--- config.mk ---
export PLATFORM = sky130hd
export DESIGN_NAME = rlcb_level_unit
export DESIGN_NICKNAME = d
export VERILOG_FILES = /design/src/rtl/core/rlcb_pkg.sv /design/src/rtl/core/rlcb_level_unit.sv
export SDC_FILE = /design/constraint.sdc
export NUM_CORES = 1
export LEC_CHECK = 0
export BUFFER_PORTS_ARGS = -buffer_cell sky130_fd_sc_hd__buf_2
export CAP_MARGIN = 25
export CORE_ASPECT_RATIO = 1.25
export CORE_MARGIN = 2
export CORE_UTILIZATION = 67
export DETAILED_ROUTE_END_ITERATION = 6
export PLACE_DENSITY_LB_ADDON = 0.12
export REMOVE_ABC_BUFFERS = 1
export SYNTH_ARGS = -nofsm -noshare
export SYNTH_HDL_FRONTEND = slang
export SYNTH_SLANG_ARGS = --single-unit
--- constraint.sdc ---
create_clock -name clk_i -period 10.35 [get_ports clk_i]
set_clock_uncertainty 0.15 [all_clocks]
set_input_delay 1.5525 -clock clk_i [delete_from_list [all_inputs] [get_ports clk_i]]
set_output_delay 1.5525 -clock clk_i [all_outputs]
set_load 0.02 [all_outputs]
--- src/rtl/core/rlcb_pkg.sv ---
// Shared types and constants for the RMS level capture buffer.
// No dependencies.
`timescale 1ns / 1ps

package rlcb_pkg;

  localparam int SAMPLE_W = 18;
  localparam int CNT_W    = 17;
  localparam int LEVEL_W  = 16;
  localparam int GAIN_W   = 8;
  localparam int RIDX_W   = 16;
  localparam int CFG_W    = 17;
  localparam int CFG_IDX_W = 1;

  localparam logic [LEVEL_W-1:0] FULL_SCALE = 16'h8000;

  localparam logic [CFG_IDX_W-1:0] REG_LEVEL_GAIN   = 1'd0;
  localparam logic [CFG_IDX_W-1:0] REG_SAMPLE_LIMIT = 1'd1;

  localparam logic [GAIN_W-1:0] GAIN_RST  = 8'd12;
  localparam logic [CNT_W-1:0]  LIMIT_RST = 17'd65536;

  typedef enum logic [1:0] {
    OP_SAMPLE = 2'd0,
    OP_START  = 2'd1,
    OP_STOP   = 2'd2,
    OP_READ   = 2'd3
  } op_e;

endpackage

--- src/rtl/core/rlcb_level_unit.sv ---
// Level computation: gain^2 * sum by shift-add, restoring divide by the
// sample count, then a two-bits-per-step square root. Uses rlcb_pkg.
`timescale 1ns / 1ps

module rlcb_level_unit import rlcb_pkg::*; #(
  parameter int SUM_W = 41,
  parameter int PC_W  = 11
) (
  input  logic               clk_i,
  input  logic               rst_ni,
  input  logic               start_i,
  input  logic [SUM_W-1:0]   sum_i,
  input  logic [PC_W-1:0]    n_i,
  input  logic [GAIN_W-1:0]  gain_i,
  output logic               done_o,
  output logic [LEVEL_W-1:0] level_o
);

  localparam int PW     = SUM_W + 2 * GAIN_W;
  localparam int STEP_W = $clog2(PW);
  localparam logic [STEP_W-1:0] MUL_LAST  = STEP_W'(2 * GAIN_W - 1);
  localparam logic [STEP_W-1:0] DIV_LAST  = STEP_W'(PW - 1);
  localparam logic [STEP_W-1:0] SQRT_LAST = STEP_W'(14);

  typedef enum logic [3:0] {
    U_IDLE = 4'b0001,
    U_MUL  = 4'b0010,
    U_DIV  = 4'b0100,
    U_SQRT = 4'b1000
  } ustate_e;

  ustate_e                 st_q, st_d;
  logic [STEP_W-1:0]       step_q, step_d;
  logic [2*GAIN_W-1:0]     g2_q, g2_d;
  logic [SUM_W-1:0]        src_q, src_d;
  logic [PC_W-1:0]         n_q, n_d;
  logic [PW-1:0]           dvd_q, dvd_d;
  logic [PC_W-1:0]         rem_q, rem_d;
  logic [14:0]             root_q, root_d;
  logic [15:0]             srem_q, srem_d;
  logic                    done_q, done_d;
  logic [LEVEL_W-1:0]      level_q, level_d;

  logic [PC_W:0]           div_sh;
  logic                    div_ge;
  logic [PW-1:0]           dvd_div;
  logic [17:0]             sq_sh, sq_trial;
  logic                    sq_ge;
  logic [14:0]             root_nx;

  always_comb begin
    div_sh   = {rem_q, dvd_q[PW-1]};
    div_ge   = div_sh >= {1'b0, n_q};
    dvd_div  = {dvd_q[PW-2:0], div_ge};
    sq_sh    = {srem_q, dvd_q[29:28]};
    sq_trial = {1'b0, root_q, 2'b01};
    sq_ge    = sq_sh >= sq_trial;
    root_nx  = {root_q[13:0], sq_ge};
  end

  always_comb begin
    st_d    = st_q;
    step_d  = step_q;
    g2_d    = g2_q;
    src_d   = src_q;
    n_d     = n_q;
    dvd_d   = dvd_q;
    rem_d   = rem_q;
    root_d  = root_q;
    srem_d  = srem_q;
    done_d  = 1'b0;
    level_d = level_q;
    case (st_q)
      U_IDLE: begin
        if (start_i) begin
          src_d  = sum_i;
          n_d    = n_i;
          g2_d   = (2*GAIN_W)'(gain_i) * (2*GAIN_W)'(gain_i);
          dvd_d  = '0;
          step_d = '0;
          st_d   = U_MUL;
        end
      end
      U_MUL: begin
        dvd_d  = {dvd_q[PW-2:0], 1'b0} + (g2_q[2*GAIN_W-1] ? PW'(src_q) : '0);
        g2_d   = {g2_q[2*GAIN_W-2:0], 1'b0};
        step_d = step_q + 1'b1;
        if (step_q == MUL_LAST) begin
          step_d = '0;
          rem_d  = '0;
          st_d   = U_DIV;
        end
      end
      U_DIV: begin
        rem_d  = div_ge ? PC_W'(div_sh - {1'b0, n_q}) : div_sh[PC_W-1:0];
        dvd_d  = dvd_div;
        step_d = step_q + 1'b1;
        if (step_q == DIV_LAST) begin
          step_d = '0;
          if (|dvd_div[PW-1:30]) begin
            level_d = FULL_SCALE;
            done_d  = 1'b1;
            st_d    = U_IDLE;
          end else begin
            root_d = '0;
            srem_d = '0;
            st_d   = U_SQRT;
          end
        end
      end
      U_SQRT: begin
        srem_d = sq_ge ? 16'(sq_sh - sq_trial) : sq_sh[15:0];
        root_d = root_nx;
        dvd_d  = {dvd_q[PW-3:0], 2'b00};
        step_d = step_q + 1'b1;
        if (step_q == SQRT_LAST) begin
          step_d  = '0;
          level_d = {1'b0, root_nx};
          done_d  = 1'b1;
          st_d    = U_IDLE;
        end
      end
      default: st_d = U_IDLE;
    endcase
  end

  always_ff @(posedge clk_i or negedge rst_ni) begin
    if (!rst_ni) begin
      st_q   <= U_IDLE;
      step_q <= '0;
      done_q <= 1'b0;
    end else begin
      st_q   <= st_d;
      step_q <= step_d;
      done_q <= done_d;
    end
  end

  always_ff @(posedge clk_i) begin
    g2_q    <= g2_d;
    src_q   <= src_d;
    n_q     <= n_d;
    dvd_q   <= dvd_d;
    rem_q   <= rem_d;
    root_q  <= root_d;
    srem_q  <= srem_d;
    level_q <= level_d;
  end

  assign done_o  = done_q;
  assign level_o = level_q;

endmodule

Word-level counts from Yosys, hierarchy flattened
Cells that the tools add are included.
{ "word_totals": {"memories": 0, "rom_bits": 0, "reg_bits": 194, "ram_bits": 0, "latch_bits": 0} }
{ "classes": {"multipliers": 1, "order_cmp": 2, "div": 0, "eq_ne": 13, "n_bitwise": 0, "shifts": 0, "n_reduce_logical": 12, "add_sub_neg": 4, "mux": 34} }
{ "op_table": {"columns": ["op", "count"], "rows": [
  ["one-hot mux 57 bit (4 select lines)", 1],
  ["2-to-1 mux 16 bit", 7],
  ["one-hot mux 16 bit (2 select lines)", 3],
  ["adder 57 x 41 -> 57 bit", 1],
  ["2-to-1 mux 57 bit", 1],
  ["2-to-1 mux 41 bit", 1],
  ["2-to-1 mux 15 bit", 2],
  ["one-hot mux 15 bit (2 select lines)", 1],
  ["OR reduction 27 bit", 1],
  ["2-to-1 mux 6 bit", 4],
  ["one-hot mux 6 bit (4 select lines)", 1],
  ["2-to-1 mux 11 bit", 2],
  ["one-hot mux 11 bit (2 select lines)", 1],
  ["2-to-1 mux 4 bit", 5],
  [">= comparator 18 x 17 -> 1 bit", 1],
  ["multiplier 8 x 8 -> 16 bit", 1],
  ["one-hot mux 4 bit (4 select lines)", 1],
  ["subtractor 16 bit", 1],
  ["equality test 6 x 4 -> 1 bit (second input constant)", 2],
  [">= comparator 12 x 11 -> 1 bit", 1],
  ["inequality test 2 bit (second input constant)", 6],
  ["subtractor 11 bit", 1],
  ["AND reduction 2 bit", 4],
  ["AND reduction 4 bit", 2],
  ["11 further kinds", 15]
]} }

Depth between registers and ports, before layout
{ "logic_depth": {"word_depth": 4, "depth_mapped": 21} }

Worst setup path before layout
Ideal clock, no wire load.
{ "synth_timing": {"path_type": "in2reg", "startpoint": "input gain_i[1]", "endpoint": "register g2_q[15] (data pin)", "arrival_ps": 5471, "stages": 20, "setup_slack_ps": 4459, "required_time_ps": 9930, "n_path_buf": 1, "cell_sequence": "clkbuf_1 nand2_1 fa_1 inv_1 fa_1 ha_1 inv_1 fa_1 inv_1 ha_1 a21o_1 a21oi_1 nor2b_1 o21a_1 o311a_1 o21a_1 o21ai_0 a21oi_1 xor2_1 a21oi_1"} }
{ "synth_between": {"elab_chain_len": 3} }
{ "synth_rtl": {"columns": ["element", "line", "text"], "rows": [
  ["from (decl)", "rlcb_level_unit.sv:14", "input logic [GAIN_W-1:0] gain_i,"],
  ["multiplier 8 x 8 -> 16 bit", "rlcb_level_unit.sv:78", "g2_d = (2*GAIN_W)'(gain_i) * (2*GAIN_W)'(gain_i);"],
  ["2-to-1 mux 16 bit", "rlcb_level_unit.sv:75", "if (start_i) begin"],
  ["one-hot mux 16 bit (2 select lines)", "rlcb_level_unit.sv:73", "case (st_q)"],
  ["via g2_d[15]", "rlcb_level_unit.sv:34", "logic [2*GAIN_W-1:0] g2_q, g2_d;"],
  ["to (signal assigned)", "rlcb_level_unit.sv:140", "g2_q <= g2_d;"],
  ["to (decl)", "rlcb_level_unit.sv:34", null]
]} }
The timed path passes the listed nets, and every way through them passes these cells. The select of a mux whose other input is x is not followed.
A chain may end at the register's enable or synchronous reset.

Final worst setup path
{ "layout_timing": {"startpoint": "input gain_i[5]", "endpoint": "register g2_q[15] (data pin)"} }
Same word-level chain as after synthesis.

==> metrics <==
maximum VDD drop 158 uV; antenna-violating nets left 0; # hold bufs at CTS 0; Tmin final 5.82 ns; share of cells above drive strength 1 0.108; Top Usage Layer GRT met2; initial drt markers 707; Final Hold Viols 0; Slew Viols, Final 0; CTS max path bufs 2; DR pass1 iterations 5; startpoint types input port; total wire length 26,700 um; R2R Setup Slk 5.62 ns; via count 9,835; CTS Buf Count 17; CP Max Fanout 8; pwr dens 260 nW/um^2; Syn Inst Count 1,283; gr usage total 0.263; placer congestion estimate 0.900; Routed wire per std cell 16.5 um; Top Ports 80; final setup vio count 0; Cell Count, Final, Fillers Out 1,613; worst-margin pin slew 0.949 ns; half-perimeter wire length after placement 18,300 um; Post-synth EDFFs 183; total grt overflow 0; worst min path class reg2reg; post-CTS setup buffers 0; #FFs+latches synth 194; Main synth FF type edfxtp_1; final worst path period share 0.562; WS Path Type in2reg; Die Y 160 um; total power 3.74 mW; max_cap viols 0; count of different cell masters after synthesis 72; largest net degree at the start of global routing 77; Starting Density 0.678; pre-CTS setup slack 4.09 ns; Final Util 0.746; most common cell after layout, fill and taps aside edfxtp_1; M1 GR Usage 0.350; I/O Buffers 79; htree depth 4; max_slew headroom 0.362; Synth Cell Area 13,100 um^2; Worst Setup End Kind flip-flop; register area share after synthesis 0.440; vias in the first global route 9,570; CTS tree built; first-pass GRT wire length 44,300 um; die footprint 20,700 um^2; grt met3 use 0.0416; RSZ-0062 raised after global routing false; root buffer cell clkbuf_16; Nets 1,525; Worst Path Required 10.36 ns; Leak Pwr 6.09 nW; core area 19,300 um^2; initial antenna violation count 1; syn avg cell area 10.2 um^2; TritonCTS Sinks 194; Post-synth ARST share 0.0567; GRT met2 Usage 0.448; Placed Cells 1,579; crit path DAT 5.83 ns; Worst-Skew Late Latency 0.44 ns; row cnt 57; post-CTS resize count 0; PnR worst setup slack 4.53 ns; status complete, no violations; area growth from synthesis to layout 10.0%; via density per instance 6.10; number of remaining DRC errors 0; clk slew on worst S/H paths 0.07 ns; Setup TNS 0 ns; die width 129 um; most frequent cells in the layout 183 x edfxtp_1, 101 x ha_1, 98 x inv_1; Ys Warns 0; Peak Freq 0.172 GHz
## final timing paths
| kind | from | end | cells past startpoint |
|---|---|---|---|
| min reg2reg | g2_q[3] | g2_q[4] | 2 |
| max | gain_i[5] | g2_q[15] | 17 |
| max reg2reg | g2_q[15] | dvd_q[45] | 14 |
| min | g2_q[3] | g2_q[4] | 2 |
| max in group asynchronous | rst_ni | st_q[0] | 1 |
| min in group asynchronous | rst_ni | st_q[1] | 1 |
## cells in the mapped netlist (all sizes together) (3+ instances only)
cell type | n | area, um^2
a211oi | 11 | 87.6
a21boi | 4 | 30.0
a21o | 38 | 287
a21oi | 77 | 393
a221o | 3 | 30.0
a22oi | 43 | 323
a31o | 3 | 26.3
a31oi | 12 | 75.1
and2 | 64 | 400
and3 | 8 | 50.1
buf | 10 | 50.0
clkbuf | 49 | 185
dfrtp | 10 | 250
edfxtp | 183 | 5500
fa | 27 | 541
ha | 101 | 1260
inv | 100 | 375
mux2i | 24 | 240
nand2 | 70 | 263
nand2b | 10 | 62.6
nand3 | 27 | 135
nand4 | 23 | 144
nor2 | 86 | 323
nor2b | 14 | 87.6
nor3 | 17 | 90.1
nor4 | 10 | 62.6
nor4b | 5 | 43.8
o211ai | 5 | 37.5
o21a | 8 | 60.1
o21ai | 100 | 504
o21bai | 10 | 75.1
o22ai | 5 | 31.3
o311ai | 3 | 26.3
o31ai | 6 | 45.0
or2 | 5 | 31.3
or3 | 5 | 31.3
xnor2 | 45 | 394
xor2 | 29 | 254
## stage by stage
stage | instance area (um^2) | hold WS [ns]
2_1_floorplan | 12900 | 0.334
3_3_place_gp | 13700 | 0.352
3_5_place_dp | 13700 | 0.354
4_1_cts | 14400 | 0.372
5_1_grt | 14400 | 0.382
6_report | 14400 | 0.368
## critical path, stage by stage
cell and delay, ns:
buf_2 0.15, inv_1 0.12, nor2_1 0.23, fa_1 0.49, fa_1 0.55, inv_1 0.06, fa_1 0.51, fa_1 0.54
inv_1 0.04, ha_1 0.33, o21a_1 0.13, o311a_1 0.31, o21a_1 0.18, o21ai_0 0.24, a21oi_1 0.13, xor2_1 0.17
a21oi_1 0.08
## power by group
part	switching [mW]	internal, mW	total [mW]
Clock	0.315	0.438	0.753
Combinational	0.986	0.672	1.66
Sequential	0.175	1.16	1.33
## kinds of logic after synthesis
| group | count (synthesis) | synth area share |
|---|---|---|
| AND/OR/NAND/NOR | 354 | 0.138 |
| XOR/XNOR | 74 | 0.0494 |
| adder cells (fa/ha/maj) | 128 | 0.138 |
| AO/OA/AOI/OAI | 349 | 0.169 |
| flip-flops | 194 | 0.440 |
| multiplexers | 24 | 0.0183 |
| buffers and inverters | 160 | 0.0469 |
## layout make-up
class | instances | area, um^2
Multi-Input combinational cell | 929 | 6750
Sequential cell | 194 | 5770
Fill cell | 1384 | 4900
Timing Repair Buffer | 91 | 518
Clock buffer | 17 | 425
Inverter | 101 | 379
Tap cell | 265 | 332
Clock inverter | 15 | 244
Antenna cell | 1 | 2.50
## per-layer routing
layer  vias up  wire length [um]
met5         -                 0
met4         0               398
met3        33              1290
met2       286             13600
met1      4725             11400
li1       4791                 -
## state kept, by name, summed over array words and instances (netlist names)
| signal | count |
|---|---|
| dvd_q | 57 |
| src_q | 41 |
| g2_q | 16 |
| level_o | 16 |
| srem_q | 16 |
| root_q | 15 |
| n_q | 11 |
| rem_q | 11 |
| step_q | 6 |
| st_q | 4 |
| done_o | 1 |
Note: power is estimated with default switching activity, not from simulation.
